File: src/design/sefr_pkg.sv
// ----------------------------------------------------------------------------
// sefr_pkg
// Shared types and constants for the SOH/EOT frame receiver.
// ----------------------------------------------------------------------------
package sefr_pkg;

  localparam int BYTE_W = 8;

  // configuration register indexes
  localparam logic REG_START_CODE = 1'b0;
  localparam logic REG_END_CODE   = 1'b1;

  localparam logic [BYTE_W-1:0] START_CODE_RST = 8'h01;
  localparam logic [BYTE_W-1:0] END_CODE_RST   = 8'h04;

  typedef enum logic [1:0] {
    S_RUN,   // taking received bytes
    S_ERR,   // error result pending
    S_RD,    // frame buffer read issued
    S_LOAD   // read data valid, moving to output register
  } state_t;

  typedef struct packed {
    logic              load;
    logic [BYTE_W-1:0] data;
    logic              last;
    logic              error;
  } out_load_t;

endpackage

File: src/design/sefr_ram.sv
// ----------------------------------------------------------------------------
// sefr_ram
// Generic single-write, single-read RAM with registered read data.
// ----------------------------------------------------------------------------
module sefr_ram #(
  parameter int WIDTH = 8,
  parameter int DEPTH = 32
) (
  input  logic                     clk,
  input  logic                     we,
  input  logic [$clog2(DEPTH)-1:0] waddr,
  input  logic [WIDTH-1:0]         wdata,
  input  logic                     re,
  input  logic [$clog2(DEPTH)-1:0] raddr,
  output logic [WIDTH-1:0]         rdata
);

  logic [WIDTH-1:0] mem [DEPTH];

  always_ff @(posedge clk) begin
    if (we) begin
      mem[waddr] <= wdata;
    end
    if (re) begin
      rdata <= mem[raddr];
    end
  end

endmodule

File: src/design/sefr_ctrl.sv
// ----------------------------------------------------------------------------
// sefr_ctrl
// Frame sequencer: fills the frame buffer, checks length on the end byte and
// sweeps the buffer out to the output register, or loads an error result.
// ----------------------------------------------------------------------------
module sefr_ctrl import sefr_pkg::*; #(
  parameter int FRAME_DEPTH = 32
) (
  input  logic                           clk,
  input  logic                           rst,
  input  logic [BYTE_W-1:0]              start_code,
  input  logic [BYTE_W-1:0]              end_code,
  input  logic                           in_valid,
  output logic                           in_ready,
  input  logic [BYTE_W-1:0]              rx_byte,
  input  logic                           slot_free,
  output out_load_t                      out_load,
  output logic                           ram_we,
  output logic [$clog2(FRAME_DEPTH)-1:0] ram_waddr,
  output logic [BYTE_W-1:0]              ram_wdata,
  output logic                           ram_re,
  output logic [$clog2(FRAME_DEPTH)-1:0] ram_raddr,
  input  logic [BYTE_W-1:0]              ram_rdata
);

  localparam int IW = $clog2(FRAME_DEPTH);
  localparam int CW = (IW + 1 > BYTE_W) ? IW + 1 : BYTE_W;

  state_t            state, state_next;
  logic              in_frame;
  logic [IW-1:0]     write_index;
  logic [IW-1:0]     rd_idx;
  logic [IW-1:0]     last_idx;
  logic [BYTE_W-1:0] len_byte;

  logic accept;
  logic is_start, is_end;
  logic overflow;
  logic bad_frame;
  logic rd_last;

  assign in_ready = (state == S_RUN);
  assign accept   = in_valid && in_ready;
  assign is_start = (rx_byte == start_code);
  assign is_end   = (rx_byte == end_code);
  assign overflow = (write_index >= IW'(FRAME_DEPTH - 1));
  // too short, or byte 2 disagrees with total length (start through end)
  assign bad_frame = (write_index < IW'(3)) ||
                     (CW'(len_byte) != (CW'(write_index) + CW'(1)));
  assign rd_last  = (rd_idx == last_idx);

  always_comb begin
    state_next = state;
    unique case (state)
      S_RUN: begin
        if (accept && in_frame) begin
          if (!is_end) begin
            if (overflow) state_next = S_ERR;
          end else if (bad_frame) begin
            state_next = S_ERR;
          end else begin
            state_next = S_RD;
          end
        end
      end
      S_ERR:  if (slot_free) state_next = S_RUN;
      S_RD:   state_next = S_LOAD;
      S_LOAD: begin
        if (slot_free) state_next = rd_last ? S_RUN : S_RD;
      end
      default: state_next = S_RUN;
    endcase
  end

  always_comb begin
    ram_we    = 1'b0;
    ram_waddr = write_index;
    ram_wdata = rx_byte;
    ram_re    = 1'b0;
    ram_raddr = rd_idx;
    out_load  = '0;
    unique case (state)
      S_RUN: begin
        if (accept) begin
          if (!in_frame) begin
            ram_we    = is_start;
            ram_waddr = '0;
          end else if (!is_end) begin
            ram_we = !overflow;
          end else begin
            ram_we = !bad_frame;
          end
        end
      end
      S_ERR: begin
        out_load.load  = slot_free;
        out_load.last  = 1'b1;
        out_load.error = 1'b1;
      end
      S_RD: ram_re = 1'b1;
      S_LOAD: begin
        out_load.load = slot_free;
        out_load.data = ram_rdata;
        out_load.last = rd_last;
      end
      default: ;
    endcase
  end

  always_ff @(posedge clk) begin
    if (rst) begin
      state       <= S_RUN;
      in_frame    <= 1'b0;
      write_index <= IW'(1);
      rd_idx      <= '0;
    end else begin
      state <= state_next;
      if (accept) begin
        if (!in_frame) begin
          if (is_start) begin
            in_frame    <= 1'b1;
            write_index <= IW'(1);
          end
        end else if (!is_end && !overflow) begin
          write_index <= write_index + IW'(1);
        end else begin
          in_frame    <= 1'b0;
          write_index <= IW'(1);
          rd_idx      <= '0;
        end
      end
      if (state == S_LOAD && slot_free && !rd_last) begin
        rd_idx <= rd_idx + IW'(1);
      end
    end
  end

  // payload side: length byte and final read slot
  always_ff @(posedge clk) begin
    if (accept && in_frame && !is_end && write_index == IW'(2)) begin
      len_byte <= rx_byte;
    end
    if (accept && in_frame && is_end) begin
      last_idx <= write_index;
    end
  end

endmodule

File: src/design/soh_eot_frame_receiver.sv
// ----------------------------------------------------------------------------
// soh_eot_frame_receiver
// Length-checked SOH/EOT deframer: buffers a frame, checks its length byte
// and replays it, or returns a single error result.
// ----------------------------------------------------------------------------
//  channel  signals                               direction
//  cfg      cfg_we, cfg_index, cfg_data           in, write only
//  rx       in_valid/in_ready, rx_byte            in
//  frame    out_valid/out_ready, frame_byte,      out
//           frame_last, frame_error
//
//  An end byte that passes the check starts a replay of the frame buffer:
//  each frame byte is a RAM read, then a load into the output register,
//  which waits for a free output slot; rx is not ready during the replay.
//  An error result is loaded once the output register is free.
//  A stalled output only holds the sequencer when a new request is due.
//  Reset clears the sequencer; the frame buffer is not cleared.
// ----------------------------------------------------------------------------
module soh_eot_frame_receiver import sefr_pkg::*; #(
  parameter int FRAME_DEPTH = 32
) (
  input  logic              clk,
  input  logic              rst,
  input  logic              cfg_we,
  input  logic              cfg_index,
  input  logic [BYTE_W-1:0] cfg_data,
  input  logic              in_valid,
  output logic              in_ready,
  input  logic [BYTE_W-1:0] rx_byte,
  output logic              out_valid,
  input  logic              out_ready,
  output logic [BYTE_W-1:0] frame_byte,
  output logic              frame_last,
  output logic              frame_error
);

  localparam int IW = $clog2(FRAME_DEPTH);

  logic [BYTE_W-1:0] start_code;
  logic [BYTE_W-1:0] end_code;
  logic              slot_free;
  out_load_t         out_load;
  logic              ram_we, ram_re;
  logic [IW-1:0]     ram_waddr, ram_raddr;
  logic [BYTE_W-1:0] ram_wdata, ram_rdata;

  always_ff @(posedge clk) begin
    if (rst) begin
      start_code <= START_CODE_RST;
      end_code   <= END_CODE_RST;
    end else if (cfg_we) begin
      unique case (cfg_index)
        REG_START_CODE: start_code <= cfg_data;
        REG_END_CODE:   end_code   <= cfg_data;
        default: ;
      endcase
    end
  end

  assign slot_free = !out_valid || out_ready;

  // output register
  always_ff @(posedge clk) begin
    if (rst) begin
      out_valid <= 1'b0;
    end else if (out_load.load) begin
      out_valid <= 1'b1;
    end else if (out_ready) begin
      out_valid <= 1'b0;
    end
  end

  always_ff @(posedge clk) begin
    if (out_load.load) begin
      frame_byte  <= out_load.data;
      frame_last  <= out_load.last;
      frame_error <= out_load.error;
    end
  end

  sefr_ctrl #(
    .FRAME_DEPTH(FRAME_DEPTH)
  ) u_ctrl (
    .clk        (clk),
    .rst        (rst),
    .start_code (start_code),
    .end_code   (end_code),
    .in_valid   (in_valid),
    .in_ready   (in_ready),
    .rx_byte    (rx_byte),
    .slot_free  (slot_free),
    .out_load   (out_load),
    .ram_we     (ram_we),
    .ram_waddr  (ram_waddr),
    .ram_wdata  (ram_wdata),
    .ram_re     (ram_re),
    .ram_raddr  (ram_raddr),
    .ram_rdata  (ram_rdata)
  );

  sefr_ram #(
    .WIDTH(BYTE_W),
    .DEPTH(FRAME_DEPTH)
  ) u_frame_ram (
    .clk   (clk),
    .we    (ram_we),
    .waddr (ram_waddr),
    .wdata (ram_wdata),
    .re    (ram_re),
    .raddr (ram_raddr),
    .rdata (ram_rdata)
  );

  // buffer is never written during a replay read
  a_no_rw_overlap: assert property (@(posedge clk) disable iff (rst)
    !(ram_we && ram_re))
    else $error("frame buffer written while being read");

  // a result is never loaded over one that is still waiting
  a_no_overwrite: assert property (@(posedge clk) disable iff (rst)
    out_load.load && out_valid |-> out_ready)
    else $error("output register overwritten");

  // a new request is never taken while a replay read is outstanding
  a_read_blocks_rx: assert property (@(posedge clk) disable iff (rst)
    ram_re |=> !in_ready)
    else $error("rx accepted during replay");

  // error results carry a zero byte and close the result
  a_error_shape: assert property (@(posedge clk) disable iff (rst)
    out_valid && frame_error |-> frame_last && (frame_byte == '0))
    else $error("malformed error result");

endmodule
File: config.mk
export PLATFORM = sky130hd
export DESIGN_NAME = soh_eot_frame_receiver
export DESIGN_NICKNAME = d
export VERILOG_FILES = /design/src/design/sefr_pkg.sv /design/src/design/sefr_ram.sv /design/src/design/sefr_ctrl.sv /design/src/design/soh_eot_frame_receiver.sv
export SDC_FILE = /design/constraint.sdc
export NUM_CORES = 1
export LEC_CHECK = 0
export BUFFER_PORTS_ARGS = -buffer_cell sky130_fd_sc_hd__buf_4
export CAP_MARGIN = 20
export CORE_MARGIN = 2
export CORE_UTILIZATION = 35
export DETAILED_ROUTE_END_ITERATION = 8
export PLACE_DENSITY_LB_ADDON = 0.15
export SYNTH_ARGS = -nofsm -noshare
export SYNTH_HDL_FRONTEND = slang
export SYNTH_SLANG_ARGS = --single-unit
File: constraint.sdc
create_clock -name clk -period 2.66 [get_ports clk]
set_input_delay 0.798 -clock clk [delete_from_list [all_inputs] [get_ports clk]]
set_output_delay 0.798 -clock clk [all_outputs]
set_load 0.005 [all_outputs]
==> results of run 1 <==
==> through the flow <==
| stage | setup TNS [ps] | instance area, sq um | total power (uW) |
|---|---|---|---|
| after floorplan | -6649 | 13270 | 5606 |
| after global placement | -58450 | 14930 | 5766 |
| after detailed placement | -57220 | 14930 | 5769 |
| after CTS | -823.1 | 16350 | 10880 |
| after global routing | -1325 | 16370 | 11080 |
| final | 0 | 16370 | 10760 |
==> cell families after synthesis <==
family	after synthesis
mux	97
buf+inv	52
simple gates	183
compound gates	62
flops	317
fa+ha+maj	4
xor+xnor	28
==> state kept, by name, indices dropped and copies added (netlist names) <==
| name | cells |
|---|---|
| u_ctrl.write_index | 5 |
| u_ctrl.state | 2 |
| start_code | 8 |
| frame_last | 1 |
| frame_byte | 8 |
| u_ctrl.ram_raddr | 5 |
| u_ctrl.last_idx | 5 |
| frame_error | 1 |
| out_valid | 1 |
| end_code | 8 |
| u_frame_ram.rdata | 8 |
| u_ctrl.in_frame | 1 |
| u_ctrl.len_byte | 8 |
| u_frame_ram.mem | 256 |
==> cell usage after synthesis (all sizes together) (3+ instances only) <==
| library cell | n | area, sq um |
|---|---|---|
| edfxtp | 287 | 8618 |
| a22o | 10 | 87.58 |
| ha | 4 | 50.05 |
| nor3b | 3 | 22.52 |
| buf | 29 | 175.2 |
| a221oi | 10 | 93.84 |
| mux4 | 64 | 1441 |
| a21oi | 17 | 85.08 |
| nor2b | 7 | 43.79 |
| mux2i | 32 | 320.3 |
| nand3 | 17 | 97.60 |
| clkbuf | 16 | 60.06 |
| nand2 | 66 | 247.7 |
| nor2 | 13 | 48.80 |
| dfxtp | 30 | 600.6 |
| o21ai | 9 | 45.04 |
| inv | 7 | 26.27 |
| nor3 | 42 | 360.4 |
| and3 | 11 | 68.82 |
| and2 | 4 | 25.02 |
| nand4 | 4 | 25.02 |
| xnor2 | 13 | 113.9 |
| nand2b | 5 | 31.28 |
| xor2 | 15 | 131.4 |
==> what timing repair did <==
action / CTS / global route
endpoints found under the setup margin: 256 / 256
pin swaps: 30 / 6
gates resized for setup: 21 / 2
buffers inserted: 5 / 0
gates cloned: 2 / 0
==> where the power goes <==
part	internal, uW	switching [uW]
clock network	3180	1920
logic	70.1	152
registers	5430	8.51
==> worst max-delay path: stages, from the launching register on <==
cell,delay [ps]
dfxtp_2,340
ha_4,160
and3_4,180
ha_4,280
xnor2_2,100
nand4_1,160
a2111oi_4,210
buf_4,170
a211oi_4,60
buf_12,170
buf_12,150
nor3_4,220
buf_12,160
==> final cells by class <==
cell class | count | area (sq um) | area share, %
sequential | 317 | 9228 | 56.37
tap | 468 | 585.6 | 3.577
inverter | 7 | 26.28 | 0.1605
multi-input combinational | 374 | 3874 | 23.66
clock inverter | 23 | 325.3 | 1.987
timing repair buffer | 126 | 1449 | 8.851
clock buffer | 37 | 883.3 | 5.396
==> routing by layer <==
| layer | vias to the layer above | GRT usage [%] |
|---|---|---|
| met1 | 3663 | 22.89 |
| met3 | 37 | 3.005 |
| li1 | 3190 | - |
| met4 | 0 | 4.316 |
| met2 | 151 | 27.36 |
| met5 | - | 0 |
==> path summary, 6_finish.rpt <==
path,endpoint,slack [ps],cells past startpoint
worst min-delay path,start_code[3],470,2
worst max register to register,u_frame_ram.mem[18][0],10,12
worst max-delay path,u_frame_ram.mem[18][0],10,12
worst min register to register,start_code[3],470,2
==> results by group, run 1 <==
Placement
  – Placed Cells incl. Taps: between 1k and 1.5k
  – GP Congestion: between 0.8 and 0.9
  – PortBufs: 33
  – DP Wirelength: 21,460 um
  – Setup WS pre-CTS: -312.6 ps

STA
  – Post-Route Skew: roughly 16 ps
  – Final max-slew violation count: 0
  – Ratio of final minimum period to clock period: roughly 100%
  – Slew @ Worst Pin: 686.2 ps
  – Setup ws final: between 10 and 15 ps
  – Slew headroom: roughly 54%
  – F_max: approximately 0.38 GHz
  – Final setup viols: 0
  – Setup repair after global routing missed its margin: yes
  – Final Critical Period: between 2000 and 3000 ps
  – Endpoints failing hold: 0
  – WHS: about 470 ps

Synth
  – Ys Warns: 0
  – Post-synth net total: approximately 770
  – Register bit total from synthesis: around 320
  – Synth Instances: approximately 740
  – EDFF count, synth: 287
  – Synthesized area: approximately 13,000 sq um
  – Async S/R FF share, synth: 0%
  – Largest family of logic cells by synthesized area: multiplexers
  – Syn_area_per_cell: ~18 sq um
  – Simple logic cell fraction of the synthesized area: about 8.2%
  – Ys flop type: edfxtp_1
  – Register area share after synthesis: between 70% and 80%
  – Unique cell type count in the Yosys netlist: 52
  – Post-Synth XOR/XNOR Area: 1.876%
  – Synth Area in Compound Gates: under 10%
  – Post-synthesis mux area share: between 10 and 15%
  – Area share of fa/ha/maj cells after synthesis: less than 1%

Drt
  – Via/cell ratio: 5.208
  – Met1 WL: between 10,000 and 15,000 um
  – Post-Route WL: 31,390 um
  – DR iter-0 viols: roughly 550
  – DRC Markers: 0
  – Top sig layer: met4
  – Total number of vias: approximately 7.0k
  – WL met3: approximately 1400 um
  – ANT nets after route: 0
  – DR WL met2: between 15,000 and 20,000 um
  – Iteration count of the initial detailed-routing pass: 5
  – WL per Instance: around 23 um

Final layout
  – Most frequent cells in the layout: 287 x edfxtp_1, 82 x buf_4, 66 x nand2_1
  – Fill cells: 3,134
  – P&R area growth vs syn: 25.22%
  – Proportion of layout cells with a drive suffix above 1: around 34%
  – Number of antenna diodes: 0
  – Fin nets: between 800 and 900
  – Post-route insts no fill: around 1.4k
  – Core Util, Final: between 40 and 50%
  – Commonest non-fill, non-tap cell in the layout: edfxtp_1

Floorplan
  – Die ar.: 38,920 sq um
  – Cell Rows: 70
  – Die width: about 200 um
  – Core ar.: roughly 37,000 sq um
  – Io pins: 34
  – Initial core utilization: a little over a third
  – Die height: 197.3 um

Global routing
  – First-pass GRT wire length: between 40,000 and 50,000 um
  – Vias in the first global route: around 7.4k
  – GR Util All Layers: around 17%
  – Largest net degree at the start of global routing: 50
  – Total grt overflow: 0
  – Antenna violations before repair: 0

Clocking
  – Htree depth: 2
  – CTS Buffer Depth: 3
  – CTS tree: built
  – Clk sink count: 317
  – Clock Root Buffer: clkbuf_16
  – CTS Buf Count: 35
  – Clock latency on the worst-skew pair: around 520 ps
  – Clk slew on worst S/H paths: 60 ps
  – CTS Hold Bufs: 0

Job
  – Maxcap violations: 0

Power and ir drop
  – Peak supply drop: 0.0003820 V
  – Pwr/cell area: 657.3 nW/um^2
  – Leak pwr: ~0.0052 uW

Worst setup path
  – Worst r2r src: u_ctrl.write_index[0]
  – Worst-path fanout max: 8
  – Req. time, crit path: slightly below 3000 ps
  – Critical Path End Type: flip-flop
  – CP Data Arrival Time: ~2900 ps
  – Critical path class: reg2reg
  – CP startpoint: u_ctrl.write_index[0]
  – Startpoint Class: flip-flop

Outcome
  – Status: complete, no violations

Hold path
  – Worst min path class: reg2reg
  – Worst min-delay path startpoint: start_code[3]
(Power assumes the default switching activity.)
==> inputs of run 2 (changes only) <==
--- a/config.mk
+++ b/config.mk
@@ -8,7 +8,7 @@
 export BUFFER_PORTS_ARGS = -buffer_cell sky130_fd_sc_hd__buf_4
 export CAP_MARGIN = 20
 export CORE_MARGIN = 2
-export CORE_UTILIZATION = 35
+export CORE_UTILIZATION = 40
 export DETAILED_ROUTE_END_ITERATION = 8
 export PLACE_DENSITY_LB_ADDON = 0.15
 export SYNTH_ARGS = -nofsm -noshare
==> results by group, run 2 (synthesized netlist as in run 1, its figures left out) <==
Power and ir drop
  – Total Power: around 11,000 uW
  – Leak pwr: ~0.0053 uW
  – Pwr/cell area: 645.7 nW/um^2
  – Peak supply drop: approximately 0.00046 V
  – Internal power: about 8600 uW
  – Clk network pwr share: a little under half
  – Comb pwr share: roughly 2.1%
  – Switch Pwr: around 2000 uW
  – Seq pwr share: between 50% and 60%
  – Sw Share: a little under a fifth

STA
  – Endpoints failing hold: 0
  – Slew @ Worst Pin: slightly above 700 ps
  – Final Critical Period: 2653 ps
  – Final setup viols: 0
  – Setup ws final: around 7 ps
  – Post-Route Skew: 16.46 ps
  – Setup repair after global routing missed its margin: yes
  – Final max-slew violation count: 0
  – Ratio of final minimum period to clock period: ~100%
  – Slew headroom: a little over half
  – F_max: 0.3769 GHz

Floorplan
  – Io pins: 34
  – Core ar.: ~32,000 sq um
  – Initial core utilization: a little over 40%
  – Die width: ~180 um
  – Die height: ~180 um
  – Cell Rows: 66
  – Die ar.: ~34,000 sq um

Clocking
  – Clock Root Buffer: clkbuf_16
  – CTS Hold Bufs: 0
  – Clock latency on the worst-skew pair: slightly above 500 ps
  – CTS tree: built
  – Clk sink count: between 300 and 400
  – Clk slew on worst S/H paths: ~60 ps
  – CTS Buffer Depth: 3
  – Htree depth: 2
  – CTS Buf Count: 35

Worst setup path
  – R2R Setup Slk: slightly above 7 ps
  – Critical Path End Type: flip-flop
  – CP Data Arrival Time: about 2900 ps
  – Worst r2r src: u_ctrl.write_index[0]
  – Req. time, crit path: 2890 ps
  – R2R Path End: u_frame_ram.mem[15][1]
  – Worst-path fanout max: 8
  – Critical path class: reg2reg
  – Worst Reg-to-Reg Cells: 12
  – Startpoint Class: flip-flop

Global routing
  – Vias in the first global route: approximately 7.4k
  – Antenna violations before repair: 1
  – GR Util All Layers: between 10% and 20%
  – Largest net degree at the start of global routing: 36
  – First-pass GRT wire length: around 47,000 um
  – Total grt overflow: 0

Drt
  – Via/cell ratio: about 5.4
  – Iteration count of the initial detailed-routing pass: 7
  – DR iter-0 viols: between 600 and 700
  – WL per Instance: around 24 um
  – Total number of vias: 7,157
  – Post-Route WL: around 31,000 um
  – ANT nets after route: 0
  – DRC Markers: 0

Hold path
  – Worst min-delay path startpoint: end_code[3]
  – Worst min path class: reg2reg
  – Worst Hold End: end_code[3]
  – Hold Path Depth: 2

Job
  – Maxcap violations: 0

Placement
  – Placement-stage cell area: roughly 15,000 sq um
  – GP Congestion: 0.8086
  – PortBufs: 33
  – Setup WS pre-CTS: -383.2 ps
  – DP Wirelength: about 20,000 um

Final layout
  – P&R area growth vs syn: 25.27%
  – Top reg by flops: u_frame_ram.mem
  – Core Util, Final: 50.59%
  – Fin nets: between 800 and 900
  – Post-route cell area: between 15,000 and 20,000 sq um
  – Largest register FFs: roughly 260
  – Number of antenna diodes: 0
  – Commonest non-fill, non-tap cell in the layout: edfxtp_1
  – Proportion of layout cells with a drive suffix above 1: around 33%
  – Most frequent cells in the layout: 287 x edfxtp_1, 87 x buf_4, 66 x nand2_1

Outcome
  – Status: complete, no violations
[run 2: cell count changes in the layout (fill, tap and decap cells not counted), moves of 2 or more]
cell / change
buf_12: +6
buf_4: +5
clkbuf_16: +5
buf_6: -4
bufinv_16: -4
clkbuf_1: +4
buf_16: -3
clkinv_2: -3
clkinvlp_4: -2
[run 2: worst max-delay path by stage]
| stage | startpoint | endpoint | slack [ps] | cells after the start |
|---|---|---|---|---|
| global placement | rx_byte[4] | u_frame_ram.mem[21][4] | -340 | 8 |
| global route | u_ctrl.write_index[0] | u_frame_ram.mem[31][1] | -90 | 12 |
| CTS | u_ctrl.write_index[0] | u_frame_ram.mem[14][2] | -80 | 12 |
| detailed placement | rx_byte[4] | u_frame_ram.mem[17][3] | -380 | 8 |
| finish | u_ctrl.write_index[0] | u_frame_ram.mem[15][1] | 7 | 12 |
| floorplan | u_ctrl.write_index[3] | u_frame_ram.mem[27][0] | -170 | 8 |
[run 2: final cells by class]
| cell class | count | area [sq um] |
|---|---|---|
| flip-flops and latches | 317 | 9230 |
| inverters | 7 | 26.28 |
| repair buffers | 132 | 1519 |
| clock buffers | 47 | 1020 |
| clock inverters | 13 | 161.4 |
| well taps | 442 | 553.0 |
| multi-input cells | 374 | 3867 |
| fillers | 2655 | 15990 |
[run 2: metal layers]
layer	GRT usage [%]	part of all wire, %
met1	26.74	44
met2	30.29	48
met5	0	0
met4	5.429	2.4
met3	4.129	5.8
[run 2: power groups by stage]
stage	Clock, uW	Sequential [uW]	Combinational (uW)
global route	5240	5430	241
global placement	0	5540	219
CTS	5030	5440	223
detailed placement	0	5540	223
finish	4920	5440	218
floorplan	0	5540	62.9
[run 2: critical path: stages, from the launching register on]
cell and delay (ps):
dfxtp_4 360, ha_4 160, and3_4 180, ha_4 280
xnor2_2 100, nand4_1 120, a2111oi_2 230, buf_4 180
a211oi_4 110, buf_12 190, buf_12 140, nor3_4 150
buf_12 150
[run 2: metrics by stage]
stage               TNS [ps]  std cells  hold WS [ps]
finish                     0       1332         471.3
global route           -4708       1332         490.6
CTS                    -4470       1332         476.9
detailed placement    -70720       1245         466.9
global placement      -64220       1245         460.8
floorplan              -6649        743         428.8
[run 2: what timing repair did]
item,CTS,global route
gates resized for setup,14,7
setup endpoints to repair,256,256
gates cloned,1,0
pin swaps,31,4
setup buffers,26,0
==> inputs of run 3 (changes only) <==
--- a/config.mk
+++ b/config.mk
@@ -10,7 +10,7 @@
 export CORE_MARGIN = 2
 export CORE_UTILIZATION = 40
 export DETAILED_ROUTE_END_ITERATION = 8
-export PLACE_DENSITY_LB_ADDON = 0.15
+export PLACE_DENSITY = 0.64
 export SYNTH_ARGS = -nofsm -noshare
 export SYNTH_HDL_FRONTEND = slang
 export SYNTH_SLANG_ARGS = --single-unit
==> results by group, run 3 (synthesized netlist as in run 1, its figures left out) <==
Worst setup path
  – Req. time, crit path: 2880 ps
  – Worst-path fanout max: 11
  – Critical Path End Type: flip-flop
  – Critical path class: reg2reg
  – CP Data Arrival Time: about 2800 ps
  – CP bufs+invs: 4
  – Most frequent CP cell: buf_12
  – Startpoint Class: flip-flop
  – Slowest CP cell: dfxtp_2
  – R2R Setup Slk: 50 ps
  – CP max stage delay: 340 ps
  – CP top delay family: buffers and inverters
  – Worst-path cell chain: ha_4 -> and3_4 -> ha_4 -> xnor2_1 -> nand4_1 -> a2111oi_2 -> buf_4 -> a211oi_4 -> buf_12 -> buf_12 -> nor3_4 -> buf_12

Placement
  – Setup WS pre-CTS: -200.3 ps
  – DP Wirelength: about 19,000 um
  – PortBufs: 33
  – GP Congestion: around 0.81

Drt
  – DR iter-0 viols: 504
  – WL per Instance: 21.96 um
  – Total number of vias: approximately 7k
  – Via/cell ratio: between 5 and 6
  – Post-Route WL: around 29,000 um
  – DRC Markers: 0
  – Iteration count of the initial detailed-routing pass: 5
  – ANT nets after route: 0

Clocking
  – Htree depth: 2
  – CTS tree: built
  – Clk sink count: about 320
  – CTS Buffer Depth: 3
  – Clock Root Buffer: clkbuf_16
  – Clock latency on the worst-skew pair: 520 ps
  – CTS Buf Count: 34
  – Clk slew on worst S/H paths: about 60 ps

Final layout
  – Commonest non-fill, non-tap cell in the layout: edfxtp_1
  – Most frequent cells in the layout: 287 x edfxtp_1, 81 x buf_4, 66 x nand2_1
  – Fill cells: around 2.7k
  – Top reg by flops: u_frame_ram.mem
  – Multi-input gate area: just under 4000 sq um
  – Number of antenna diodes: 0
  – P&R area growth vs syn: 23.28%
  – Proportion of layout cells with a drive suffix above 1: roughly a third
  – Fin nets: 881
  – Largest register FFs: between 200 and 300
  – Seq. cell area: a little over 9000 sq um

Floorplan
  – Cell Rows: 66
  – Die ar.: 34,150 sq um
  – Io pins: 34
  – Initial core utilization: roughly two fifths
  – Die width: between 150 and 200 um
  – Die height: 184.8 um
  – Core ar.: about 32,000 sq um

STA
  – Post-Route Skew: 16.53 ps
  – Final setup viols: 0
  – Final max-slew violation count: 0
  – Slew @ Worst Pin: about 860 ps
  – Slew headroom: 42.29%
  – F_max: approximately 0.38 GHz
  – Setup ws final: between 40 and 50 ps
  – Setup repair after global routing missed its margin: yes
  – Ratio of final minimum period to clock period: between 90% and 100%
  – Total Neg Setup Slack: 0 ps
  – Final Critical Period: around 2600 ps
  – Endpoints failing hold: 0

Global routing
  – Total grt overflow: 0
  – Largest net degree at the start of global routing: 66
  – GR Util All Layers: 17.77%
  – Antenna violations before repair: 0
  – Vias in the first global route: about 7.2k
  – First-pass GRT wire length: 44,150 um

Outcome
  – Status: complete, no violations

Job
  – Maxcap violations: 0

Hold path
  – Worst min path class: reg2reg

Power and ir drop
  – Leak pwr: between 0.005 and 0.006 uW
  – Peak supply drop: between 0.0004 and 0.0005 V
  – Pwr/cell area: 633.9 nW/um^2
[run 3: cell types whose count changed in the layout (fill, tap and decap cells not counted), moves of 2 or more]
cell	previous run	this run
buf_12	39	34
dfxtp_2	3	5
clkbuf_1	6	10
inv_6	0	2
clkbuf_16	40	34
buf_4	87	81
[run 3: report_power, final]
group / switching (uW) / leakage [uW] / internal [uW]
clock network: 1860 / 0.000526 / 2710
logic: 152 / 0.00175 / 65.7
registers: 8.17 / 0.00285 / 5430
[run 3: layout make-up]
type	instances	area share, %
flip-flops and latches	317	57.26
well taps	442	3.431
clock buffers	46	5.644
clock inverters	16	1.032
repair buffers	121	8.516
inverters	7	0.1630
multi-input cells	374	23.96
[run 3: per-layer routing]
| layer | part of all wire, % | track usage, % | wire length [um] | vias up |
|---|---|---|---|---|
| met5 | 0 | 0 | 0 | - |
| met4 | 2.0 | 4.476 | 579 | 0 |
| met3 | 5.4 | 3.441 | 1571 | 42 |
| met2 | 51 | 30.14 | 14680 | 184 |
| met1 | 42 | 23.66 | 12220 | 3497 |
| li1 | - | - | - | 3185 |
[run 3: path summary, 6_finish.rpt]
check / startpoint / to / depth (start not counted)
min reg2reg: start_code[3] / start_code[3] / 2
max: u_ctrl.write_index[0] / u_frame_ram.mem[19][4] / 12
max reg2reg: u_ctrl.write_index[0] / u_frame_ram.mem[19][4] / 12
min: start_code[3] / start_code[3] / 2
[run 3: timing repair]
item                                   in CTS  in global routing
resized for setup                          10                  7
gates cloned                                1                  0
setup endpoints to repair                 248                253
buffers inserted                            3                  0
pin swaps                                   2                 19
endpoints found under the hold margin       0                  0
hold buffers                                0                  0
[run 3: stage by stage]
step           cells  power [uW]  cell area, sq um  util, %  hold WS (ps)
2_1_floorplan    743        5606             13270        -         428.8
3_3_place_gp    1257        5762             14890    46.00         455.4
3_5_place_dp    1257        5764             14890    46.00         462.4
4_1_cts         1323       10310             16080    49.66         470.4
5_1_grt         1323       10530             16120    49.79         489.2
6_report        1323       10220             16120    49.79         470.6
[run 3: worst reg2reg max path, delay by kind of cell, from the launching register on]
family	cells	cell delay, ps
buf+inv	4	660
simple gates	3	500
fa+ha+maj	2	430
flops	1	340
compound gates	2	280
xor+xnor	1	110
